$ cat config.mk
export PLATFORM = sky130hd
export DESIGN_NAME = sstf_disk_request_scheduler_top
export DESIGN_NICKNAME = d
export VERILOG_FILES = /design/src/hw/rtl/sstf_pkg.sv /design/src/hw/rtl/sstf_disk_request_scheduler_top.sv /design/src/hw/rtl/sstf_ctrl.sv /design/src/hw/rtl/sstf_dp.sv
export SDC_FILE = /design/constraint.sdc
export NUM_CORES = 1
export LEC_CHECK = 0
export BUFFER_PORTS_ARGS = -buffer_cell sky130_fd_sc_hd__buf_4
export CORE_ASPECT_RATIO = 0.6
export CORE_MARGIN = 2
export CORE_UTILIZATION = 58
export CTS_BUF_LIST = sky130_fd_sc_hd__clkbuf_4
export DETAILED_ROUTE_END_ITERATION = 10
export PLACE_DENSITY = 0.88
export SLEW_MARGIN = 5
export SYNTH_ARGS = -nofsm -noshare
export SYNTH_HDL_FRONTEND = slang
export SYNTH_SLANG_ARGS = --single-unit
$ cat constraint.sdc
create_clock -name clk_i -period 4.1 [get_ports clk_i]
set_input_delay 0.82 -clock clk_i [delete_from_list [all_inputs] [get_ports clk_i]]
set_output_delay 0.82 -clock clk_i [all_outputs]
set_load 0.01 [all_outputs]
$ cat src/hw/rtl/sstf_pkg.sv
package sstf_pkg;

  localparam int QueueSlotsDef   = 32;
  localparam int CylinderBitsDef = 13;
  localparam int DepthRegW       = 6;
  localparam int CfgDataW        = 13;
  localparam int CfgIdxW         = 1;

  typedef enum logic [CfgIdxW-1:0] {
    RegQueueDepth = 1'b0,
    RegStartCyl   = 1'b1
  } sstf_reg_e;

  typedef enum logic [1:0] {
    StIdle,
    StScan,
    StDrain,
    StCommit
  } sstf_state_e;

  // Commands from the controller to the datapath.
  typedef struct packed {
    logic fill;      // store the request in the next fill slot
    logic load_req;  // latch the request for a later commit
    logic scan_clr;  // restart the slot scan at slot zero
    logic rd_en;     // read the current scan slot and advance
    logic commit;    // serve the best slot and store the request there
  } sstf_cmd_t;

  // Status from the datapath to the controller.
  typedef struct packed {
    logic need_fill;
    logic scan_last;
  } sstf_sts_t;

endpackage

$ cat src/hw/rtl/sstf_disk_request_scheduler_top.sv
// Shortest-seek-first disk request scheduler. A request is taken on a clock edge
// with start_i high and busy_o low. While the queue is still filling (fewer stored
// requests than the effective depth) a request is stored in the next fill slot, gives no
// result and busy_o stays low. Once the queue is full, each request starts a scan
// of the active slots, one slot read per cycle from the slot memory's single read
// port, followed by a drain state and a commit state. done_o rises at the same edge
// where busy_o falls, and stays high for exactly one cycle; the receiver cannot
// stall it. A new request can be taken in that same cycle. Configuration writes
// take effect at once and are to be made only while busy_o is low and no result
// is pending.
module sstf_disk_request_scheduler_top #(
  parameter int QUEUE_SLOTS   = sstf_pkg::QueueSlotsDef,
  parameter int CYLINDER_BITS = sstf_pkg::CylinderBitsDef
) (
  input  logic                          clk_i,
  input  logic                          rst_ni,
  input  logic                          cfg_we_i,
  input  logic [sstf_pkg::CfgIdxW-1:0]  cfg_idx_i,
  input  logic [sstf_pkg::CfgDataW-1:0] cfg_wdata_i,
  input  logic                          start_i,
  output logic                          busy_o,
  input  logic [CYLINDER_BITS-1:0]      request_cylinder_i,
  output logic                          done_o,
  output logic [CYLINDER_BITS-1:0]      served_cylinder_o,
  output logic [CYLINDER_BITS-1:0]      seek_distance_o
);
  import sstf_pkg::*;

  sstf_cmd_t cmd;
  sstf_sts_t sts;
  sstf_reg_e cfg_reg;

  assign cfg_reg = sstf_reg_e'(cfg_idx_i);

  sstf_ctrl u_ctrl (
    .clk_i  (clk_i),
    .rst_ni (rst_ni),
    .start_i(start_i),
    .busy_o (busy_o),
    .sts_i  (sts),
    .cmd_o  (cmd)
  );

  sstf_dp #(
    .QUEUE_SLOTS  (QUEUE_SLOTS),
    .CYLINDER_BITS(CYLINDER_BITS)
  ) u_dp (
    .clk_i             (clk_i),
    .rst_ni            (rst_ni),
    .cfg_we_i          (cfg_we_i),
    .cfg_idx_i         (cfg_reg),
    .cfg_wdata_i       (cfg_wdata_i),
    .request_cylinder_i(request_cylinder_i),
    .cmd_i             (cmd),
    .sts_o             (sts),
    .done_o            (done_o),
    .served_cylinder_o (served_cylinder_o),
    .seek_distance_o   (seek_distance_o)
  );

endmodule

$ cat src/hw/rtl/sstf_ctrl.sv
module sstf_ctrl (
  input  logic                clk_i,
  input  logic                rst_ni,
  input  logic                start_i,
  output logic                busy_o,
  input  sstf_pkg::sstf_sts_t sts_i,
  output sstf_pkg::sstf_cmd_t cmd_o
);
  import sstf_pkg::*;

  sstf_state_e state_q, state_d;

  always_ff @(posedge clk_i or negedge rst_ni) begin
    if (!rst_ni) begin
      state_q <= StIdle;
    end else begin
      state_q <= state_d;
    end
  end

  always_comb begin
    state_d = state_q;
    cmd_o   = '0;
    busy_o  = 1'b1;
    unique case (state_q)
      StIdle: begin
        busy_o = 1'b0;
        if (start_i) begin
          if (sts_i.need_fill) begin
            cmd_o.fill = 1'b1;
          end else begin
            cmd_o.load_req = 1'b1;
            cmd_o.scan_clr = 1'b1;
            state_d        = StScan;
          end
        end
      end
      StScan: begin
        cmd_o.rd_en = 1'b1;
        if (sts_i.scan_last) begin
          state_d = StDrain;
        end
      end
      // The last slot read is compared here.
      StDrain: begin
        state_d = StCommit;
      end
      StCommit: begin
        cmd_o.commit = 1'b1;
        state_d      = StIdle;
      end
      default: begin
        state_d = StIdle;
      end
    endcase
  end

endmodule

$ cat src/hw/rtl/sstf_dp.sv
module sstf_dp #(
  parameter int QUEUE_SLOTS   = sstf_pkg::QueueSlotsDef,
  parameter int CYLINDER_BITS = sstf_pkg::CylinderBitsDef
) (
  input  logic                                  clk_i,
  input  logic                                  rst_ni,
  input  logic                                  cfg_we_i,
  input  sstf_pkg::sstf_reg_e                   cfg_idx_i,
  input  logic [sstf_pkg::CfgDataW-1:0]         cfg_wdata_i,
  input  logic [CYLINDER_BITS-1:0]              request_cylinder_i,
  input  sstf_pkg::sstf_cmd_t                   cmd_i,
  output sstf_pkg::sstf_sts_t                   sts_o,
  output logic                                  done_o,
  output logic [CYLINDER_BITS-1:0]              served_cylinder_o,
  output logic [CYLINDER_BITS-1:0]              seek_distance_o
);
  import sstf_pkg::*;

  localparam int CntW    = $clog2(QUEUE_SLOTS + 1);
  localparam int SlotW   = (QUEUE_SLOTS > 1) ? $clog2(QUEUE_SLOTS) : 1;
  localparam int DepExtW = DepthRegW + 1;

  logic [DepthRegW-1:0]     depth_q;
  logic [CntW-1:0]          eff_depth;
  logic [CntW-1:0]          fill_q;
  logic [SlotW-1:0]         scan_q;
  logic [CYLINDER_BITS-1:0] head_q;
  logic [CYLINDER_BITS-1:0] req_q;

  logic [CYLINDER_BITS-1:0] slot_mem_q [QUEUE_SLOTS];
  logic [CYLINDER_BITS-1:0] rdata_q;
  logic                     rd_vld_q;
  logic [SlotW-1:0]         rd_idx_q;

  logic [CYLINDER_BITS-1:0] best_cyl_q;
  logic [CYLINDER_BITS-1:0] best_dist_q;
  logic [SlotW-1:0]         best_slot_q;
  logic [CYLINDER_BITS-1:0] seek_dist;
  logic                     take;

  logic                     mem_we;
  logic [SlotW-1:0]         mem_addr;
  logic [CYLINDER_BITS-1:0] mem_wdata;

  logic                     out_vld_q;
  logic [CYLINDER_BITS-1:0] out_cyl_q;
  logic [CYLINDER_BITS-1:0] out_dist_q;

  // A depth of zero acts as one; a depth beyond the queue acts as the full queue.
  always_comb begin
    if (depth_q == '0) begin
      eff_depth = CntW'(1);
    end else if ({1'b0, depth_q} > DepExtW'(QUEUE_SLOTS)) begin
      eff_depth = CntW'(QUEUE_SLOTS);
    end else begin
      eff_depth = CntW'(depth_q);
    end
  end

  assign sts_o.need_fill = (fill_q < eff_depth);
  assign sts_o.scan_last = (CntW'(scan_q) == (eff_depth - CntW'(1)));

  always_ff @(posedge clk_i or negedge rst_ni) begin
    if (!rst_ni) begin
      depth_q <= DepthRegW'(1);
      head_q  <= '0;
      fill_q  <= '0;
    end else begin
      if (cfg_we_i) begin
        unique case (cfg_idx_i)
          RegQueueDepth: depth_q <= cfg_wdata_i[DepthRegW-1:0];
          RegStartCyl:   head_q  <= CYLINDER_BITS'(cfg_wdata_i);
          default: ;
        endcase
      end
      if (cmd_i.fill) begin
        fill_q <= fill_q + CntW'(1);
      end
      if (cmd_i.commit) begin
        head_q <= best_cyl_q;
      end
    end
  end

  always_ff @(posedge clk_i) begin
    if (cmd_i.load_req) begin
      req_q <= request_cylinder_i;
    end
    if (cmd_i.scan_clr) begin
      scan_q <= '0;
    end else if (cmd_i.rd_en) begin
      scan_q <= scan_q + SlotW'(1);
    end
  end

  // One write port for the slot store: fill and commit share it.
  assign mem_we    = cmd_i.fill | cmd_i.commit;
  assign mem_addr  = cmd_i.fill ? fill_q[SlotW-1:0] : best_slot_q;
  assign mem_wdata = cmd_i.fill ? request_cylinder_i : req_q;

  always_ff @(posedge clk_i) begin
    if (mem_we) begin
      slot_mem_q[mem_addr] <= mem_wdata;
    end
    if (cmd_i.rd_en) begin
      rdata_q  <= slot_mem_q[scan_q];
      rd_idx_q <= scan_q;
    end
  end

  always_ff @(posedge clk_i or negedge rst_ni) begin
    if (!rst_ni) begin
      rd_vld_q  <= 1'b0;
      out_vld_q <= 1'b0;
    end else begin
      rd_vld_q  <= cmd_i.rd_en;
      out_vld_q <= cmd_i.commit;
    end
  end

  assign seek_dist = (rdata_q >= head_q) ? (rdata_q - head_q) : (head_q - rdata_q);
  // Strict less-than keeps the lowest slot on a tie.
  assign take = rd_vld_q && ((rd_idx_q == '0) || (seek_dist < best_dist_q));

  always_ff @(posedge clk_i) begin
    if (take) begin
      best_cyl_q  <= rdata_q;
      best_dist_q <= seek_dist;
      best_slot_q <= rd_idx_q;
    end
    if (cmd_i.commit) begin
      out_cyl_q  <= best_cyl_q;
      out_dist_q <= best_dist_q;
    end
  end

  assign done_o            = out_vld_q;
  assign served_cylinder_o = out_cyl_q;
  assign seek_distance_o   = out_dist_q;

endmodule

==> Word level (Yosys, flattened, before mapping) <==
Memories as Yosys holds them, arrays and structs flattened. A register that Yosys moved wholly into a read port is not among the register bits.
Index checks and enable logic that the tools add are counted.
Widths: inputs -> output; s select.
{ "totals": {"out_inout_bits": 28, "mem_bits_rw": 416, "inputBits": 31, "memories": 1, "reg_bits": 109} }
{ "mem_list": {"columns": ["memory", "words", "width", "read_ports", "rd_clocked_by_memory_dff", "wr", "line_no", "source"], "rows": [
  ["u_dp.slot_mem_q", 32, 13, 1, 1, 1, "sstf_dp.sv:30", "logic [CYLINDER_BITS-1:0] slot_mem_q [QUEUE_SLOTS];"]
]} }
{ "classes": {"reduce_logical": 10, "muxes": 21, "eq_ne": 7, "bitwise": 2, "addsub": 5, "n_lt_le_gt_ge": 4} }
{ "ops": {"columns": ["cell", "n"], "rows": [
  ["$mux 13", 5],
  ["$sub 13x13->13", 2],
  ["$ge 13x13->1", 1],
  ["$lt 13x13->1", 1],
  ["$mux 6", 2],
  ["$mux 2", 4],
  ["$pmux 2 s4", 1],
  ["$add 6x1->6 const B", 1],
  ["$eq 5x6->1", 1],
  ["$gt 6x6->1 const B", 1],
  ["$logic_not 6->1", 1],
  ["$lt 6x6->1", 1],
  ["$mux 1", 6],
  ["$mux 3", 2],
  ["$ne 2x2->1 const B", 3],
  ["$sub 6x1->6 const B", 1],
  ["$add 5x1->5 const B", 1],
  ["$logic_not 5->1", 1],
  ["$mux 5", 1],
  ["$eq 2x2->1 const B", 2],
  ["$reduce_and 2->1", 2],
  ["$reduce_bool 2->1", 2],
  ["$reduce_and 3->1", 1],
  ["$eq 2x1->1 const B", 1],
  ["other kinds (5)", 5]
]} }

==> Logic depth before layout (Yosys ltp) <==
{ "logic_depth": {"depth_word": 10, "mapped_depth": 16, "mapped_depth_nobuf": 16} }

==> Cells and area by module <==
From an unflattened synthesis, not the netlist that was laid out.
{ "unflattened": {"cells_unflattened": 1150, "hier_area_um2": 22247.6} }
{ "by_module_without_submodules": {"columns": ["mod", "area_per_inst_um2", "cells_each", "instances"], "rows": [
  ["sstf_dp", 22049.9, 1132, 1],
  ["sstf_ctrl", 197.7, 18, 1]
]} }

==> Least setup slack after synthesis <==
OpenSTA, ideal clock, no wires.
{ "synth_path": {"path_type": "reg2reg", "start": "register u_dp.rdata_q[1], read port of u_dp.slot_mem_q", "end": "register u_dp.best_cyl_q[0] (enable)", "path_stages_with_launch": 16, "t_required_ns": 3.714, "setup_time_ns": 0.386, "arrival_ns": 3.844, "slack_ns": -0.130, "period_less_slack_ns": 4.230, "path_cell_list": "edfxtp_1 -> inv_1 -> ha_1 -> nor2b_1 -> o2111ai_1 -> a211oi_2 -> o31ai_2 -> buf_2 -> a21oi_1 -> a2111oi_1 -> ha_1 -> a21o_1 -> a21oi_1 -> nand2_1 -> o21ai_0 -> o211a_1"} }
{ "synth_between": {"elab_chain_len": 5, "elab_cells_between_ends": 7, "cone_classes": "add/sub: 2; order compare: 2; mux: 1; reduce/logical: 2"} }
{ "synth_rtl": {"columns": ["item", "line_no", "source"], "rows": [
  ["start: declaration", "sstf_dp.sv:31", "logic [CYLINDER_BITS-1:0] rdata_q;"],
  ["$sub 13x13->13 or $ge 13x13->1 (tied branches)", "sstf_dp.sv:121", "assign seek_dist = (rdata_q >= head_q) ? (rdata_q - head_q) : (head_q - rdata_q);"],
  ["$mux 13 *", "sstf_dp.sv:121", null],
  ["net u_dp.seek_dist[7]", "sstf_dp.sv:38", "logic [CYLINDER_BITS-1:0] seek_dist;"],
  ["$lt 13x13->1 *", "sstf_dp.sv:123", "assign take = rd_vld_q && ((rd_idx_q == '0) || (seek_dist < best_dist_q));"],
  ["$logic_or 1x1->1 *", "sstf_dp.sv:123", null],
  ["$logic_and 1x1->1 *", "sstf_dp.sv:123", null],
  ["net u_dp.take", "sstf_dp.sv:39", "logic take;"],
  ["end signal: assignment", "sstf_dp.sv:127", "best_cyl_q <= rdata_q;"],
  ["end: declaration", "sstf_dp.sv:35", "logic [CYLINDER_BITS-1:0] best_cyl_q;"]
]} }
The timed path passes the listed nets; every way through them passes the cells marked *.
A chain may end at the register's enable or synchronous reset.

==> Worst setup path in the final report <==
{ "layout_path": {"start": "register u_dp.head_q[1]", "end": "register u_dp.best_cyl_q[1] (enable)"} }
{ "layout_between": {"elab_chain_len": 5, "elab_cells_between_ends": 7, "cone_classes": "add/sub: 2; order compare: 2; mux: 1; reduce/logical: 2"} }
{ "layout_rtl": {"columns": ["item", "line_no", "source"], "rows": [
  ["start: declaration", "sstf_dp.sv:27", "logic [CYLINDER_BITS-1:0] head_q;"],
  ["start signal: assignment", "sstf_dp.sv:72", "RegStartCyl: head_q <= CYLINDER_BITS'(cfg_wdata_i);"],
  ["start signal: assignment", "sstf_dp.sv:80", "head_q <= best_cyl_q;"],
  ["$sub 13x13->13 or $ge 13x13->1 (tied branches)", "sstf_dp.sv:121", null],
  ["$mux 13 *", "sstf_dp.sv:121", null],
  ["net u_dp.seek_dist[9]", "sstf_dp.sv:38", null],
  ["$lt 13x13->1 *", "sstf_dp.sv:123", null],
  ["$logic_or 1x1->1 *", "sstf_dp.sv:123", null],
  ["$logic_and 1x1->1 *", "sstf_dp.sv:123", null],
  ["net u_dp.take", "sstf_dp.sv:39", null]
]} }
Marks and branches as above.

==> results.sh <==
export IMPL_synthFlopType="edfxtp_1"
export IMPL_worstPathArrival_ns=4.59
export IMPL_wl_met1_mm=21.7
export IMPL_post_place_ws_ns=-0.100
export IMPL_critPathMaxStageDelay_ns=0.64
export IMPL_clk_insertion_delay_late_ns=0.83
export IMPL_synth_area_per_cell_um2=18.5
export IMPL_fp_dieW_um=259
export IMPL_power_mw=21.8
export IMPL_htreeDepth=3
export IMPL_max_cap_viol_count=0
export IMPL_cts_sinks=538
export IMPL_io_pins=59
export IMPL_max_freq_mhz=246
export IMPL_start_util_pct=59.5
export IMPL_crit_top_cell="a211oi_1"
export IMPL_std_cell_rows=55
export IMPL_drc=0
export IMPL_irDropWorstVdd_v=0.000735
export IMPL_synthSimpleGateAreaFrac_pct=3.90
export IMPL_reg2regPathDepth=14
export IMPL_finClkSkew_ns=0.0310
export IMPL_p_per_area_mw_per_mm2=834
export IMPL_synth_edff_count=504
export IMPL_p_leak_nw=9.20
export IMPL_layout_commonest_cell="edfxtp_1"
export IMPL_drive_above_1_share_pct=35.7
export IMPL_synthAdderAreaFrac_pct=2.94
export IMPL_cts_root_buffer_cell="clkbuf_4"
export IMPL_dp_hpwl_mm=35.1
export IMPL_firstDrtPassIters=8
export IMPL_yosys_mux_area_fraction_pct=15.6
export IMPL_min_period_ns=4.06
export IMPL_crit_path_end_kind="flip-flop"
export IMPL_yosys_warnings=0
export IMPL_core_mm2=0.0381
export IMPL_run_status="finished, final reports clean"
export IMPL_nFillCells=2305
export IMPL_clkTransAtPathRegs_ns=0.08
export IMPL_routed_via_count=13200
export IMPL_grt_pass1_vias=13200
export IMPL_die_area_mm2=0.0407
export IMPL_fin_util_pct=68.8
export IMPL_post_synth_xor_area_fraction_pct=0.542
export IMPL_wl_per_cell_um=26.7
export IMPL_path_max_fanout=5
export IMPL_io_buffers=58
export IMPL_setup_viol=0
export IMPL_async_flop_share_pct=5.39
export IMPL_hold_viol_final=0
export IMPL_globalplace_congestion=0.940
export IMPL_slew_headroom_pct=26.4
export IMPL_vias_per_cell=6.37
export IMPL_netlist_area_leader_share_pct=66.9
export IMPL_wl_met3_mm=7.72
export IMPL_area_delta_synth_final_pct=15.6
export IMPL_regToRegSetupSlack_ns=0.04
export IMPL_synth_top_cells_by_area="edfxtp_1 67%, mux4_2 11%, dfrtp_1 3.1%, ha_1 2.8%, mux4_1 2.1%"
export IMPL_cts_tree="done"
export IMPL_holdWs_ns=0.188
export IMPL_hp_class="primary input to flip-flop"
export IMPL_place_inst=1831
export IMPL_clockBufferDepth=3
export IMPL_worstSetupPathType="flip-flop to flip-flop"
export IMPL_syn_inst=1223
export IMPL_cts_buffers=117
export IMPL_fin_crit_sh_pct=99.0
export IMPL_yosys_area_top_type="edfxtp_1"
export IMPL_ys_ff_latch=538
export IMPL_path_cells="ha_4, nor2b_1, o21ai_2, buf_4, a211oi_1, o31ai_1, a211oi_1, a211oi_1, ha_1, a21o_1, a21o_1, a21oi_2, o211a_4, clkbuf_16"
export IMPL_antenna_found_initial=1
export IMPL_yosysUniqueCellTypes=64
export IMPL_setup_ws_ns=0.0418
export IMPL_ys_seq_area_share_pct=70.5
export IMPL_syn_num_nets=1306
export IMPL_grt_pass1_wl_mm=81.5
export IMPL_met2WireLength_mm=24.3
export IMPL_grt_max_degree=61
export IMPL_synth_cell_area_mm2=0.0226
export IMPL_chipHeight_um=157
export IMPL_final_cells=2064
export IMPL_grt_overflow_total=0
export IMPL_worstMarginPinSlew_ns=1.10
export IMPL_slowest_stage="a211oi_1"
export IMPL_maxSlewViolCount=0
export IMPL_layout_common_cells="504 x edfxtp_1, 186 x clkbuf_4, 156 x buf_4"
export IMPL_nets=1535
export IMPL_whs_path_depth=1
export IMPL_ant_nets=0
export IMPL_synth_top_family_by_area="multiplexers"
export IMPL_drt_total_wl_mm=55.2
export IMPL_synth_compound_area_share_pct=4.25
export IMPL_cp_required_ns=4.63
export IMPL_drt_iter0_drc=2072
export IMPL_grtUsageTotal_pct=27.7
export IMPL_crit_path_start_kind="flip-flop"
export IMPL_routed_top_layer="met4"
-- per-stage QoR --
| stage | setup TNS [ns] | area [um2] |
|---|---|---|
| finish | 0 | 26200 |
| CTS | 0 | 25800 |
| floorplan | 0 | 22600 |
| detailed placement | -2.68 | 24200 |
| global placement | 0 | 24200 |
| global route | -0.588 | 26200 |
-- cell families after synthesis --
group / Yosys count
compound gates: 145
xor+xnor: 14
fa+ha+maj: 52
buf+inv: 109
flops: 538
mux: 180
simple gates: 185
-- state kept, by name (all words and copies together) (netlist names), 2 cells and up --
register / cells
u_dp.rd_idx_q: 5
u_dp.best_cyl_q: 13
u_dp.depth_q: 6
u_dp.seek_distance_o: 13
u_ctrl.state_q: 2
u_dp.slot_mem_q: 416
u_dp.rdata_q: 13
u_dp.req_q: 13
u_dp.best_dist_q: 13
u_dp.served_cylinder_o: 13
u_dp.head_q: 13
u_dp.fill_q: 6
u_dp.best_slot_q: 5
u_dp.scan_q: 5
-- synthesized netlist by cell type, drive strengths merged (6+ instances only) --
cell type / instances
a211oi: 15
a21o: 11
a21oi: 32
a31oi: 11
buf: 34
clkbuf: 23
dfrtp: 28
edfxtp: 504
ha: 50
inv: 52
mux2: 34
mux2i: 16
mux4: 130
nand2: 45
nand2b: 9
nand3: 7
nand4: 10
nor2: 63
nor2b: 9
nor3: 16
nor4: 7
o211ai: 7
o21ai: 36
xnor2: 8
xor2: 6
-- repair_timing --
action                     in CTS  in global routing
hold buffers                    1                  0
pin swaps                       1                 29
setup buffers                   0                 11
hold endpoints to repair       28                  0
gates cloned                    0                  3
setup endpoints to repair      31                 31
resized for setup               3                 36
-- per-layer routing --
metal,GRT usage (%),up-vias
li1,-,5481
met1,41.6,6553
met2,39.7,992
met3,8.18,127
met4,8.56,0
met5,0,-
-- worst max-delay path: cells and delay by family, from the launching register on --
family	cells	cell delay, ns
buffers and inverters	2	0.36
AOI/OAI and AO/OA	9	2.29
DFF	1	0.45
and+or+nand+nor	1	0.18
adders and majority gates	2	0.49
-- final timing paths --
path                                               startpoint                           endpoint
worst max-delay path               u_dp.head_q[1]$_DFFE_PN0P_       u_dp.best_cyl_q[1]$_DFFE_PP_
worst min-delay path                   request_cylinder_i[12]           u_dp.req_q[12]$_DFFE_PP_
worst max register to register     u_dp.head_q[1]$_DFFE_PN0P_       u_dp.best_cyl_q[1]$_DFFE_PP_
worst min register to register  u_dp.best_dist_q[3]$_DFFE_PP_  u_dp.seek_distance_o[3]$_DFFE_PP_
max in group asynchronous                              rst_ni        u_dp.depth_q[0]$_DFFE_PN1P_
min in group asynchronous                              rst_ni         u_dp.head_q[7]$_DFFE_PN0P_
-- power breakdown --
group | internal, mW | leakage [nW] | switching [mW]
Clock | 2.31 | 0.963 | 2.06
Combinational | 4.20 | 3.29 | 5.17
Sequential | 7.40 | 4.95 | 0.672
-- final cells by class --
class	instances	area (um2)	area share, %
flip-flops and latches	538	16000	61.0
clock inverters	31	234	0.894
inverters	52	195	0.746
repair buffers	167	1370	5.22
well taps	513	642	2.45
clock buffers	186	1400	5.34
multi-input cells	576	6360	24.3
diodes	1	2.50	0.00956
Note: power is estimated with default switching activity, not from simulation.
